<file path="src/jts_pkg.sv">
// Shared types, character codes and literal tables for the JSON token scanner.
// No dependencies; imported by the scanner core, result FIFO and top level.
package jts_pkg;

   localparam int DEF_OFFSET_BITS = 16;
   localparam int RESULT_DEPTH    = 4;

   // token kinds
   localparam logic [2:0] KIND_STRING = 3'd0;
   localparam logic [2:0] KIND_NUMBER = 3'd1;
   localparam logic [2:0] KIND_TRUE   = 3'd2;
   localparam logic [2:0] KIND_FALSE  = 3'd3;
   localparam logic [2:0] KIND_NULL   = 3'd4;

   // literal selectors
   localparam logic [1:0] LIT_TRUE  = 2'd0;
   localparam logic [1:0] LIT_FALSE = 2'd1;
   localparam logic [1:0] LIT_NULL  = 2'd2;

   localparam logic [7:0] CH_QUOTE  = 8'h22;
   localparam logic [7:0] CH_BSLASH = 8'h5C;
   localparam logic [7:0] CH_LBRACE = 8'h7B;
   localparam logic [7:0] CH_COMMA  = 8'h2C;
   localparam logic [7:0] CH_COLON  = 8'h3A;
   localparam logic [7:0] CH_LBRACK = 8'h5B;
   localparam logic [7:0] CH_DIGIT0 = 8'h30;
   localparam logic [7:0] CH_DIGIT9 = 8'h39;
   localparam logic [7:0] CH_PLUS   = 8'h2B;
   localparam logic [7:0] CH_MINUS  = 8'h2D;
   localparam logic [7:0] CH_LOW_E  = 8'h65;
   localparam logic [7:0] CH_UP_E   = 8'h45;
   localparam logic [7:0] CH_DOT    = 8'h2E;
   localparam logic [7:0] CH_LOW_T  = 8'h74;
   localparam logic [7:0] CH_LOW_F  = 8'h66;
   localparam logic [7:0] CH_LOW_N  = 8'h6E;

   typedef enum logic [3:0] {
      MODE_IDLE = 4'b0001,
      MODE_STR  = 4'b0010,
      MODE_NUM  = 4'b0100,
      MODE_LIT  = 4'b1000
   } scan_mode_type;

   typedef struct packed {
      logic push_a;   // token closed by the current scan state
      logic push_b;   // token raised by the byte handled afresh
   } push_ctrl_type;

   typedef struct packed {
      logic [2:0] level;
   } fifo_status_type;

   function automatic logic [2:0] lit_len(input logic [1:0] which);
      logic [2:0] len;
      case (which)
         LIT_TRUE:  len = 3'd4;
         LIT_FALSE: len = 3'd5;
         default:   len = 3'd4;
      endcase
      return len;
   endfunction

   function automatic logic [7:0] lit_char(input logic [1:0] which, input logic [2:0] idx);
      logic [7:0] ch;
      ch = 8'h00;
      case (which)
         LIT_TRUE: begin
            case (idx)
               3'd0:    ch = "t";
               3'd1:    ch = "r";
               3'd2:    ch = "u";
               3'd3:    ch = "e";
               default: ch = 8'h00;
            endcase
         end
         LIT_FALSE: begin
            case (idx)
               3'd0:    ch = "f";
               3'd1:    ch = "a";
               3'd2:    ch = "l";
               3'd3:    ch = "s";
               3'd4:    ch = "e";
               default: ch = 8'h00;
            endcase
         end
         default: begin
            case (idx)
               3'd0:    ch = "n";
               3'd1:    ch = "u";
               3'd2:    ch = "l";
               3'd3:    ch = "l";
               default: ch = 8'h00;
            endcase
         end
      endcase
      return ch;
   endfunction

endpackage

</file>
<file path="src/jts_if.sv">
// Valid/ready channel interfaces for text bytes in and token records out.
// Depends on jts_pkg for the default offset width.
interface jts_req_if
   import jts_pkg::*;
#(
   parameter int OFFSET_BITS = DEF_OFFSET_BITS
);
   logic       valid;
   logic       ready;
   logic [7:0] text_byte;
   logic       end_of_text;

   modport source (output valid, text_byte, end_of_text, input ready);
   modport sink   (input valid, text_byte, end_of_text, output ready);
endinterface

interface jts_rsp_if
   import jts_pkg::*;
#(
   parameter int OFFSET_BITS = DEF_OFFSET_BITS
);
   logic                   valid;
   logic                   ready;
   logic [2:0]             token_kind;
   logic                   key_flag;
   logic [OFFSET_BITS-1:0] start_offset;
   logic [OFFSET_BITS-1:0] token_length;
   logic                   unterminated;
   logic                   last_of_run;

   modport source (output valid, token_kind, key_flag, start_offset, token_length,
                   unterminated, last_of_run, input ready);
   modport sink   (input valid, token_kind, key_flag, start_offset, token_length,
                   unterminated, last_of_run, output ready);
endinterface

</file>
<file path="src/jts_scan_core.sv">
// Input stage register and scanner state; one byte is scanned per cycle while the
// result queue has room, and up to two token records are produced. Depends on jts_pkg.
module jts_scan_core
   import jts_pkg::*;
#(
   parameter int OFFSET_BITS = DEF_OFFSET_BITS,
   parameter int ENTRY_W     = 2 * OFFSET_BITS + 6
) (
   input  logic               clock,
   input  logic               reset,
   input  logic               in_valid,
   output logic               in_ready,
   input  logic [7:0]         in_byte,
   input  logic               in_eot,
   input  logic               space_ok,
   output logic               stage_valid,
   output push_ctrl_type      push,
   output logic [ENTRY_W-1:0] entry_a,
   output logic [ENTRY_W-1:0] entry_b
);

   localparam logic [OFFSET_BITS-1:0] OFS_ONE = OFFSET_BITS'(1);

   logic                   stage_valid_ff;
   logic [7:0]             byte_ff;
   logic                   eot_ff;
   logic                   proceed;

   scan_mode_type          mode_ff, mode_in;
   logic [1:0]             which_ff, which_in;
   logic [2:0]             matched_ff, matched_in;
   logic                   key_ff, key_in;
   logic                   pbs_ff, pbs_in;
   logic [OFFSET_BITS-1:0] pos_ff, pos_in;
   logic [OFFSET_BITS-1:0] start_ff, start_in;
   logic [OFFSET_BITS-1:0] cnt_ff, cnt_in;

   logic                   a_valid, b_valid;
   logic [2:0]             a_kind, b_kind;
   logic [OFFSET_BITS-1:0] a_start, a_len, b_start, b_len;
   logic                   a_unterm, b_unterm;
   logic                   fresh;
   logic                   is_digit, is_num_char;
   logic [1:0]             lit_w;
   logic [2:0]             lit_n, lit_m;
   logic [OFFSET_BITS-1:0] cnt_sat;

   assign proceed     = stage_valid_ff && space_ok;
   assign in_ready    = !stage_valid_ff || proceed;
   assign stage_valid = stage_valid_ff;

   assign is_digit    = (byte_ff >= CH_DIGIT0) && (byte_ff <= CH_DIGIT9);
   assign is_num_char = is_digit || byte_ff == CH_PLUS || byte_ff == CH_MINUS
                        || byte_ff == CH_LOW_E || byte_ff == CH_UP_E || byte_ff == CH_DOT;
   assign lit_w       = (which_ff > LIT_NULL) ? LIT_NULL : which_ff;
   assign lit_n       = lit_len(lit_w);
   assign lit_m       = (matched_ff < lit_n) ? matched_ff : lit_n - 3'd1;
   assign cnt_sat     = (cnt_ff != '1) ? cnt_ff + OFS_ONE : cnt_ff;

   always_comb begin
      mode_in    = mode_ff;
      which_in   = which_ff;
      matched_in = matched_ff;
      key_in     = key_ff;
      pbs_in     = pbs_ff;
      start_in   = start_ff;
      cnt_in     = cnt_ff;
      pos_in     = pos_ff + OFS_ONE;
      a_valid    = 1'b0;
      a_kind     = KIND_STRING;
      a_start    = start_ff;
      a_len      = cnt_ff;
      a_unterm   = 1'b0;
      b_valid    = 1'b0;
      b_kind     = KIND_STRING;
      b_start    = pos_ff;
      b_len      = '0;
      b_unterm   = 1'b0;
      fresh      = 1'b0;

      case (mode_ff)
         MODE_STR: begin
            if (byte_ff == CH_QUOTE && !pbs_ff) begin
               a_valid = (cnt_ff != '0);
               mode_in = MODE_IDLE;
            end else begin
               cnt_in   = cnt_sat;
               pbs_in   = (byte_ff == CH_BSLASH);
               a_valid  = eot_ff;
               a_len    = cnt_sat;
               a_unterm = 1'b1;
            end
         end
         MODE_NUM: begin
            a_kind = KIND_NUMBER;
            if (is_num_char) begin
               cnt_in  = cnt_sat;
               a_len   = cnt_sat;
               a_valid = eot_ff;
            end else begin
               a_valid = 1'b1;
               mode_in = MODE_IDLE;
               fresh   = 1'b1;
            end
         end
         MODE_LIT: begin
            if (byte_ff == lit_char(lit_w, lit_m)) begin
               matched_in = lit_m + 3'd1;
               if (lit_m + 3'd1 == lit_n) begin
                  a_valid    = 1'b1;
                  a_kind     = KIND_TRUE + {1'b0, lit_w};
                  a_len      = {{(OFFSET_BITS-3){1'b0}}, lit_n};
                  mode_in    = MODE_IDLE;
                  matched_in = 3'd0;
               end
            end else begin
               mode_in    = MODE_IDLE;
               matched_in = 3'd0;
               fresh      = 1'b1;
            end
         end
         default: begin
            fresh = 1'b1;
         end
      endcase

      if (fresh) begin
         if (byte_ff == CH_LBRACE || byte_ff == CH_COMMA) begin
            key_in = 1'b1;
         end else if (byte_ff == CH_COLON || byte_ff == CH_LBRACK) begin
            key_in = 1'b0;
         end
         if (byte_ff == CH_QUOTE) begin
            start_in = pos_ff + OFS_ONE;
            cnt_in   = '0;
            pbs_in   = 1'b0;
            b_valid  = eot_ff;
            b_start  = pos_ff + OFS_ONE;
            b_unterm = 1'b1;
            if (!eot_ff) mode_in = MODE_STR;
         end else if (is_digit) begin
            start_in = pos_ff;
            cnt_in   = OFS_ONE;
            b_valid  = eot_ff;
            b_kind   = KIND_NUMBER;
            b_len    = OFS_ONE;
            if (!eot_ff) mode_in = MODE_NUM;
         end else if (byte_ff == CH_LOW_T || byte_ff == CH_LOW_F || byte_ff == CH_LOW_N) begin
            which_in   = (byte_ff == CH_LOW_T) ? LIT_TRUE :
                         (byte_ff == CH_LOW_F) ? LIT_FALSE : LIT_NULL;
            matched_in = 3'd1;
            start_in   = pos_ff;
            if (!eot_ff) mode_in = MODE_LIT;
         end
      end

      // end of document: everything but the key flag returns to reset
      if (eot_ff) begin
         mode_in    = MODE_IDLE;
         which_in   = 2'd0;
         matched_in = 3'd0;
         pbs_in     = 1'b0;
         pos_in     = '0;
         start_in   = '0;
         cnt_in     = '0;
      end
   end

   // A is ahead of B in the stream; the later of the two carries last_of_run
   assign entry_a     = {a_kind, key_ff, a_start, a_len, a_unterm, !b_valid};
   assign entry_b     = {b_kind, key_in, b_start, b_len, b_unterm, 1'b1};
   assign push.push_a = proceed && a_valid;
   assign push.push_b = proceed && b_valid;

   always_ff @(posedge clock) begin
      if (reset) begin
         stage_valid_ff <= 1'b0;
         mode_ff        <= MODE_IDLE;
         which_ff       <= 2'd0;
         matched_ff     <= 3'd0;
         key_ff         <= 1'b0;
         pbs_ff         <= 1'b0;
         pos_ff         <= '0;
         start_ff       <= '0;
         cnt_ff         <= '0;
      end else begin
         if (in_ready) stage_valid_ff <= in_valid;
         if (proceed) begin
            mode_ff    <= mode_in;
            which_ff   <= which_in;
            matched_ff <= matched_in;
            key_ff     <= key_in;
            pbs_ff     <= pbs_in;
            pos_ff     <= pos_in;
            start_ff   <= start_in;
            cnt_ff     <= cnt_in;
         end
      end
   end

   always_ff @(posedge clock) begin
      if (in_valid && in_ready) begin
         byte_ff <= in_byte;
         eot_ff  <= in_eot;
      end
   end

endmodule

</file>
<file path="src/jts_result_fifo.sv">
// Four-entry result queue with two write ports and one read port.
// Depends on jts_pkg for the push control and status types.
module jts_result_fifo
   import jts_pkg::*;
#(
   parameter int ENTRY_W = 2 * DEF_OFFSET_BITS + 6
) (
   input  logic               clock,
   input  logic               reset,
   input  push_ctrl_type      push,
   input  logic [ENTRY_W-1:0] entry_a,
   input  logic [ENTRY_W-1:0] entry_b,
   output logic               space_ok,
   output logic               out_valid,
   input  logic               out_ready,
   output logic [ENTRY_W-1:0] out_entry,
   output fifo_status_type    status
);

   logic [ENTRY_W-1:0] mem [RESULT_DEPTH];
   logic [1:0]         wptr_ff, wptr_in;
   logic [1:0]         rptr_ff, rptr_in;
   logic [2:0]         level_ff, level_in;
   logic [1:0]         b_addr;
   logic               pop;

   assign pop       = out_valid && out_ready;
   assign out_valid = (level_ff != 3'd0);
   assign out_entry = mem[rptr_ff];
   // room for two beats whatever the read side does this cycle
   assign space_ok  = (level_ff <= 3'(RESULT_DEPTH - 2));
   assign status.level = level_ff;

   assign b_addr   = push.push_a ? wptr_ff + 2'd1 : wptr_ff;
   assign wptr_in  = wptr_ff + {1'b0, push.push_a} + {1'b0, push.push_b};
   assign rptr_in  = rptr_ff + {1'b0, pop};
   assign level_in = level_ff + {2'b0, push.push_a} + {2'b0, push.push_b} - {2'b0, pop};

   always_ff @(posedge clock) begin
      if (reset) begin
         wptr_ff  <= 2'd0;
         rptr_ff  <= 2'd0;
         level_ff <= 3'd0;
      end else begin
         wptr_ff  <= wptr_in;
         rptr_ff  <= rptr_in;
         level_ff <= level_in;
      end
   end

   always_ff @(posedge clock) begin
      if (push.push_a) mem[wptr_ff] <= entry_a;
      if (push.push_b) mem[b_addr]  <= entry_b;
   end

endmodule

</file>
<file path="src/json_token_scanner.sv">
// JSON token scanner: one text byte per cycle in, token records out.
// Path: an accepted byte waits in the input stage register until the queue has room,
// is scanned there, and its tokens are written into the queue and offered one at a time.
// Throughput: one byte per cycle while the queue holds two tokens or fewer; the
// input stalls while it holds three or four. Queue depth is four entries.
// Reset (synchronous, active high) returns scanner state, key flag and queue
// to empty.
module json_token_scanner
   import jts_pkg::*;
#(
   parameter int OFFSET_BITS = DEF_OFFSET_BITS
) (
   input logic   clock,
   input logic   reset,
   jts_req_if.sink   req_chan,
   jts_rsp_if.source rsp_chan
);

   localparam int ENTRY_W = 2 * OFFSET_BITS + 6;

   push_ctrl_type      push;
   fifo_status_type    status;
   logic [ENTRY_W-1:0] entry_a, entry_b, out_entry;
   logic               space_ok;
   logic               stage_valid;

   jts_scan_core #(
      .OFFSET_BITS (OFFSET_BITS),
      .ENTRY_W     (ENTRY_W)
   ) u_core (
      .clock       (clock),
      .reset       (reset),
      .in_valid    (req_chan.valid),
      .in_ready    (req_chan.ready),
      .in_byte     (req_chan.text_byte),
      .in_eot      (req_chan.end_of_text),
      .space_ok    (space_ok),
      .stage_valid (stage_valid),
      .push        (push),
      .entry_a     (entry_a),
      .entry_b     (entry_b)
   );

   jts_result_fifo #(
      .ENTRY_W (ENTRY_W)
   ) u_fifo (
      .clock     (clock),
      .reset     (reset),
      .push      (push),
      .entry_a   (entry_a),
      .entry_b   (entry_b),
      .space_ok  (space_ok),
      .out_valid (rsp_chan.valid),
      .out_ready (rsp_chan.ready),
      .out_entry (out_entry),
      .status    (status)
   );

   assign rsp_chan.token_kind   = out_entry[ENTRY_W-1 -: 3];
   assign rsp_chan.key_flag     = out_entry[ENTRY_W-4];
   assign rsp_chan.start_offset = out_entry[2*OFFSET_BITS+1 -: OFFSET_BITS];
   assign rsp_chan.token_length = out_entry[OFFSET_BITS+1 -: OFFSET_BITS];
   assign rsp_chan.unterminated = out_entry[1];
   assign rsp_chan.last_of_run  = out_entry[0];

   a_level_bound: assert property (@(posedge clock) disable iff (reset)
      status.level <= 3'(RESULT_DEPTH))
      else $error("result queue overfilled");

   a_pop_drains: assert property (@(posedge clock) disable iff (reset)
      (rsp_chan.valid && rsp_chan.ready && !push.push_a && !push.push_b)
      |=> status.level == $past(status.level) - 3'd1)
      else $error("result queue level wrong after a beat taken");

   a_stall_has_item: assert property (@(posedge clock) disable iff (reset)
      !req_chan.ready |-> (stage_valid && !space_ok))
      else $error("input stalled with nothing blocking it");

   a_push_has_room: assert property (@(posedge clock) disable iff (reset)
      (push.push_a || push.push_b) |-> status.level <= 3'(RESULT_DEPTH - 2))
      else $error("tokens pushed without room for them");

endmodule

</file>
<file path="src/flat_wrapper.sv">
// flat-port wrapper written by rule: the top's interface ports become plain ports
module json_token_scanner_flat import jts_pkg::*;
#(
   parameter int OFFSET_BITS = DEF_OFFSET_BITS
)
  (clock, reset, req_chan_valid, req_chan_text_byte, req_chan_end_of_text, req_chan_ready, rsp_chan_valid, rsp_chan_token_kind, rsp_chan_key_flag, rsp_chan_start_offset, rsp_chan_token_length, rsp_chan_unterminated, rsp_chan_last_of_run, rsp_chan_ready);
  jts_req_if #(.OFFSET_BITS(OFFSET_BITS)) req_chan_i ();
  jts_rsp_if #(.OFFSET_BITS(OFFSET_BITS)) rsp_chan_i ();
  input logic clock;
  input logic reset;
  input wire logic [$bits(req_chan_i.valid)-1:0] req_chan_valid;
  input wire logic [$bits(req_chan_i.text_byte)-1:0] req_chan_text_byte;
  input wire logic [$bits(req_chan_i.end_of_text)-1:0] req_chan_end_of_text;
  output wire logic [$bits(req_chan_i.ready)-1:0] req_chan_ready;
  output wire logic [$bits(rsp_chan_i.valid)-1:0] rsp_chan_valid;
  output wire logic [$bits(rsp_chan_i.token_kind)-1:0] rsp_chan_token_kind;
  output wire logic [$bits(rsp_chan_i.key_flag)-1:0] rsp_chan_key_flag;
  output wire logic [$bits(rsp_chan_i.start_offset)-1:0] rsp_chan_start_offset;
  output wire logic [$bits(rsp_chan_i.token_length)-1:0] rsp_chan_token_length;
  output wire logic [$bits(rsp_chan_i.unterminated)-1:0] rsp_chan_unterminated;
  output wire logic [$bits(rsp_chan_i.last_of_run)-1:0] rsp_chan_last_of_run;
  input wire logic [$bits(rsp_chan_i.ready)-1:0] rsp_chan_ready;
  assign req_chan_i.valid = req_chan_valid;
  assign req_chan_i.text_byte = req_chan_text_byte;
  assign req_chan_i.end_of_text = req_chan_end_of_text;
  assign req_chan_ready = req_chan_i.ready;
  assign rsp_chan_valid = rsp_chan_i.valid;
  assign rsp_chan_token_kind = rsp_chan_i.token_kind;
  assign rsp_chan_key_flag = rsp_chan_i.key_flag;
  assign rsp_chan_start_offset = rsp_chan_i.start_offset;
  assign rsp_chan_token_length = rsp_chan_i.token_length;
  assign rsp_chan_unterminated = rsp_chan_i.unterminated;
  assign rsp_chan_last_of_run = rsp_chan_i.last_of_run;
  assign rsp_chan_i.ready = rsp_chan_ready;
  json_token_scanner #(.OFFSET_BITS(OFFSET_BITS)) u_core (.clock(clock), .reset(reset), .req_chan(req_chan_i), .rsp_chan(rsp_chan_i));
endmodule
</file>
<file path="config.mk">
export PLATFORM = sky130hd
export DESIGN_NAME = json_token_scanner_flat
export DESIGN_NICKNAME = d
export VERILOG_FILES = /design/src/jts_pkg.sv /design/src/jts_if.sv /design/src/jts_scan_core.sv /design/src/jts_result_fifo.sv /design/src/json_token_scanner.sv /design/src/flat_wrapper.sv
export SDC_FILE = /design/constraint.sdc
export NUM_CORES = 1
export LEC_CHECK = 0
export ABC_CLOCK_PERIOD_IN_PS = 6500
export CORE_ASPECT_RATIO = 1.2
export CORE_UTILIZATION = 40
export CTS_BUF_LIST = sky130_fd_sc_hd__clkbuf_4 sky130_fd_sc_hd__clkbuf_8 sky130_fd_sc_hd__clkbuf_16
export DETAILED_ROUTE_END_ITERATION = 12
export DONT_BUFFER_PORTS = 1
export PLACE_DENSITY = 0.56
export SYNTH_ARGS = -nofsm -noshare
export SYNTH_HDL_FRONTEND = slang
export SYNTH_SLANG_ARGS = --single-unit
</file>
<file path="constraint.sdc">
create_clock -name clock -period 6.5 [get_ports clock]
set_input_delay 1.3 -clock clock [delete_from_list [all_inputs] [get_ports clock]]
set_output_delay 1.3 -clock clock [all_outputs]
set_load 0.005 [all_outputs]
</file>
==> impl_metrics.toml <==
[worst_hold_path]
hold_class = "flip-flop to flip-flop"

[synthesis]
synth_edf_count = 89
synth_most_common_cell = "nor2_1"
async_flop_share_pct = 0
ys.warnings.count = 0
avgSynthCellArea_um2 = 9.92
synth_top_area_cell = "dfxtp_1"
synthTopCellsByArea = "dfxtp_1 22%, edfxtp_1 21%, mux2i_1 9.7%, mux4_2 6.7%, nor2_1 4.5%"
ys_ff_latch = 228
postSynthCellCount = 1285
ys_seq_area_share_pct = 42.8
yosys-top-cells-count = "152 x nor2_1, 139 x dfxtp_1, 124 x mux2i_1"
ys_types = 84
synth_top_flop_cell = "dfxtp_1"
synth_top_area_share_pct = 21.8
synth_area_mm2 = 0.0127
syn_nets = 1316

[global_routing]
antenna_found_initial = 0
grt-busiest-layer = "met2"
grt_first_pass_wirelength_mm = 53.5
grt_usage_pct = 21.0
grt_use_met2_pct = 36.7
grt_use_met3_pct = 2.41
met1_usage_pct = 26.5
grt_pass1_vias = 9429
grt_max_degree = 56
overflow = 0

[power_and_ir_drop]
seq_power_share_pct = 47.1
power_frac_comb_pct = 10.2
power.density_mw_per_mm2 = 246
switching_share_pct = 24.9
internal-power_uw = 2530
p_switching_uw = 840
pwr-share-clk_pct = 42.7
vdd_drop_max_v = 0.000243
p_leak_uw = 0.00456

[setup_path]
cp-start-kind = "flip-flop"
cp.arrival_ns = 6.20
critPathSlowestCell = "dfxtp_1"
cp_num_buf_inv = 2
cp_top_family = "simple AND/OR/NAND/NOR gates"
cp_slowest_stage_delay_ns = 0.59
critPathMaxFanout = 23
endpoint_kind = "flip-flop"
cp_data_required_time_ns = 6.92
crit_top_cell = "ha_1"
criticalPathCategory = "flip-flop to flip-flop"
worstPathCellList = "nor2b_1 > nand2_1 > o21ai_0 > inv_1 > ha_1 > ha_1 > or3b_1 > or4b_4 > a211oi_4 > nand3_2 > o2111ai_2 > nor2_4 > inv_2 > ha_1 > xnor2_1 > ha_1 > a21o_1 > fa_1 > xor2_1 > nor2_1"

[clock_tree]
clk-insertion-delay-late_ns = 0.53
numClockSinks = 228
cts_tree = "built"
cts_buffer_depth = 3
numCtsBuffers = 24
post_cts_resized = 0
clock-root-buffer = "clkbuf_16"
path_clk_slew_ns = 0.07
cts_hold_buffers = 0
post_cts_buffers = 0
htree_levels = 1

[sta]
grt_setup_unrepaired = "no"
max_slew_margin_pct = 22.4
finalCritPeriodShare_pct = 89.0
setup_ws_ns = 0.717
setup_tns_ns = 0
hold_slack_ns = 0.475
max_freq_mhz = 173
finalClockSkew_ns = 0.0145
setup_viol = 0
slew_violations = 0
worstMarginPinSlew_ns = 1.16
hold_viol_final = 0
period_needed_ns = 5.78

[run]
cap_violations = 0

[finish]
area_delta_synth_final_pct = 7.21
drive_gt1_share_pct = 10.8
fin_util_pct = 43.6
diodes = 0
fin_nets = 1267
fillerInstances = 2947

[placed_design]
hpwl_mm = 23.4
dp_slack_ns = 0.800
routabilityCongestion = 0.870
port_buffers = 0

[routing]
antenna_left = 0
avgViaCountPerCell = 5.81
routed_wirelength_mm = 33.7
drt_iter0_drc = 751
wl_per_cell_um = 20.4
drcViolationCount = 0
dr.pass1.iters = 5
vias = 9609

[floorplan]
fp-row-count = 71
dieArea_mm2 = 0.0326
die_h_um = 198
num_io_pins = 53
design.core.area_mm2 = 0.0314
start_util_pct = 40.6
die_x_um = 165

[run_status]
outcome = "finished clean"
-- state kept, by name, summed over array words and instances (netlist names) --
name and count:
u_core.u_fifo.rptr_ff 2, u_core.u_core.pbs_ff 1, u_core.u_core.mode_ff 4, u_core.u_core.byte_ff 8
u_core.u_core.a_start 16, u_core.u_core.stage_valid 1, u_core.u_core.key_ff 1, u_core.u_fifo.mem 152
u_core.u_core.eot_ff 1, u_core.u_core.matched_ff 3, u_core.u_core.which_ff 2, u_core.u_core.cnt_ff 16
u_core.u_fifo.wptr_ff 2, u_core.u_fifo.status 3, u_core.u_core.pos_ff 16
-- cell usage in the layout (no fill, tap or decap), types with 13 or more instances in the layout --
cell,netlist,routed
buf_4,11,25
inv_1,29,29
nand3_1,25,25
mux2i_1,124,124
a21oi_1,52,52
mux4_2,38,38
o211ai_1,24,24
o21ai_0,65,64
xor2_1,18,18
clkbuf_16,0,25
a31oi_1,17,17
nor2_1,152,152
nor3_1,26,26
nor4_1,13,13
nand2b_1,13,13
ha_1,17,17
edfxtp_1,89,89
o2bb2ai_1,17,17
xnor2_1,22,22
nand2_1,119,119
dfxtp_1,139,137
o22ai_1,13,13
-- tightest hold or removal path: stages, from the launching register on --
cell	delay, ns
dfxtp_1	0.33
mux2i_1	0.06
nand2_1	0.05
-- metrics by stage --
stage                     instance area [um2]  cells  power, uW
final                                   13700   1654       3370
after floorplan                         12700   1285       1860
after global routing                    13700   1654       3490
after global placement                  12800   1611       1970
after detailed placement                12800   1611       1970
after CTS                               13700   1654       3410
-- final cells by class --
class | count | area (um2) | share of cell area (%)
clock buffer | 32 | 691 | 5.06
inverter | 30 | 113 | 0.824
timing repair buffer | 25 | 188 | 1.37
tap | 401 | 502 | 3.67
sequential | 228 | 5460 | 39.9
multi-input combinational | 927 | 6580 | 48.2
clock inverter | 11 | 130 | 0.952
-- path summary, 6_finish.rpt --
kind	start	to	slack [ns]	depth (start not counted)
max	u_core.u_core.which_ff[0]$_SDFFE_PP0P_	u_core.u_fifo.status[2]$_SDFF_PP0_	0.72	20
min reg2reg	u_core.u_fifo.mem[2][0]$_SDFFE_PP1P_	u_core.u_fifo.mem[2][0]$_SDFFE_PP1P_	0.47	2
max reg2reg	u_core.u_core.which_ff[0]$_SDFFE_PP0P_	u_core.u_fifo.status[2]$_SDFF_PP0_	0.72	20
min	u_core.u_fifo.mem[2][0]$_SDFFE_PP1P_	u_core.u_fifo.mem[2][0]$_SDFFE_PP1P_	0.47	2
-- layer usage --
| metal | up-vias | wire, um |
|---|---|---|
| met5 | - | 0 |
| met4 | 0 | 1100 |
| met3 | 71 | 1350 |
| met2 | 258 | 16500 |
| met1 | 4681 | 14700 |
| li1 | 4599 | - |
-- power groups by stage --
stage	Combinational (uW)	Sequential, uW	Clock [uW]
after floorplan	314	1550	0
after global placement	349	1620	0
after detailed placement	349	1620	0
after CTS	350	1590	1470
after global routing	380	1600	1520
final	343	1590	1440
-- kinds of logic (layout without fill, tap and decap cells) --
| logic type | Yosys count | count (layout) | share of synthesized area, % |
|---|---|---|---|
| xor gates and xnor gates | 40 | 40 | 2.75 |
| and+or+nand+nor | 442 | 442 | 16.7 |
| buffers and inverters | 130 | 98 | 5.58 |
| AOI/OAI and AO/OA | 263 | 263 | 13.7 |
| adders and majority gates | 18 | 18 | 1.83 |
| DFF | 228 | 228 | 42.8 |
| muxes | 164 | 164 | 16.7 |
Note: power is estimated with default switching activity, not from simulation.
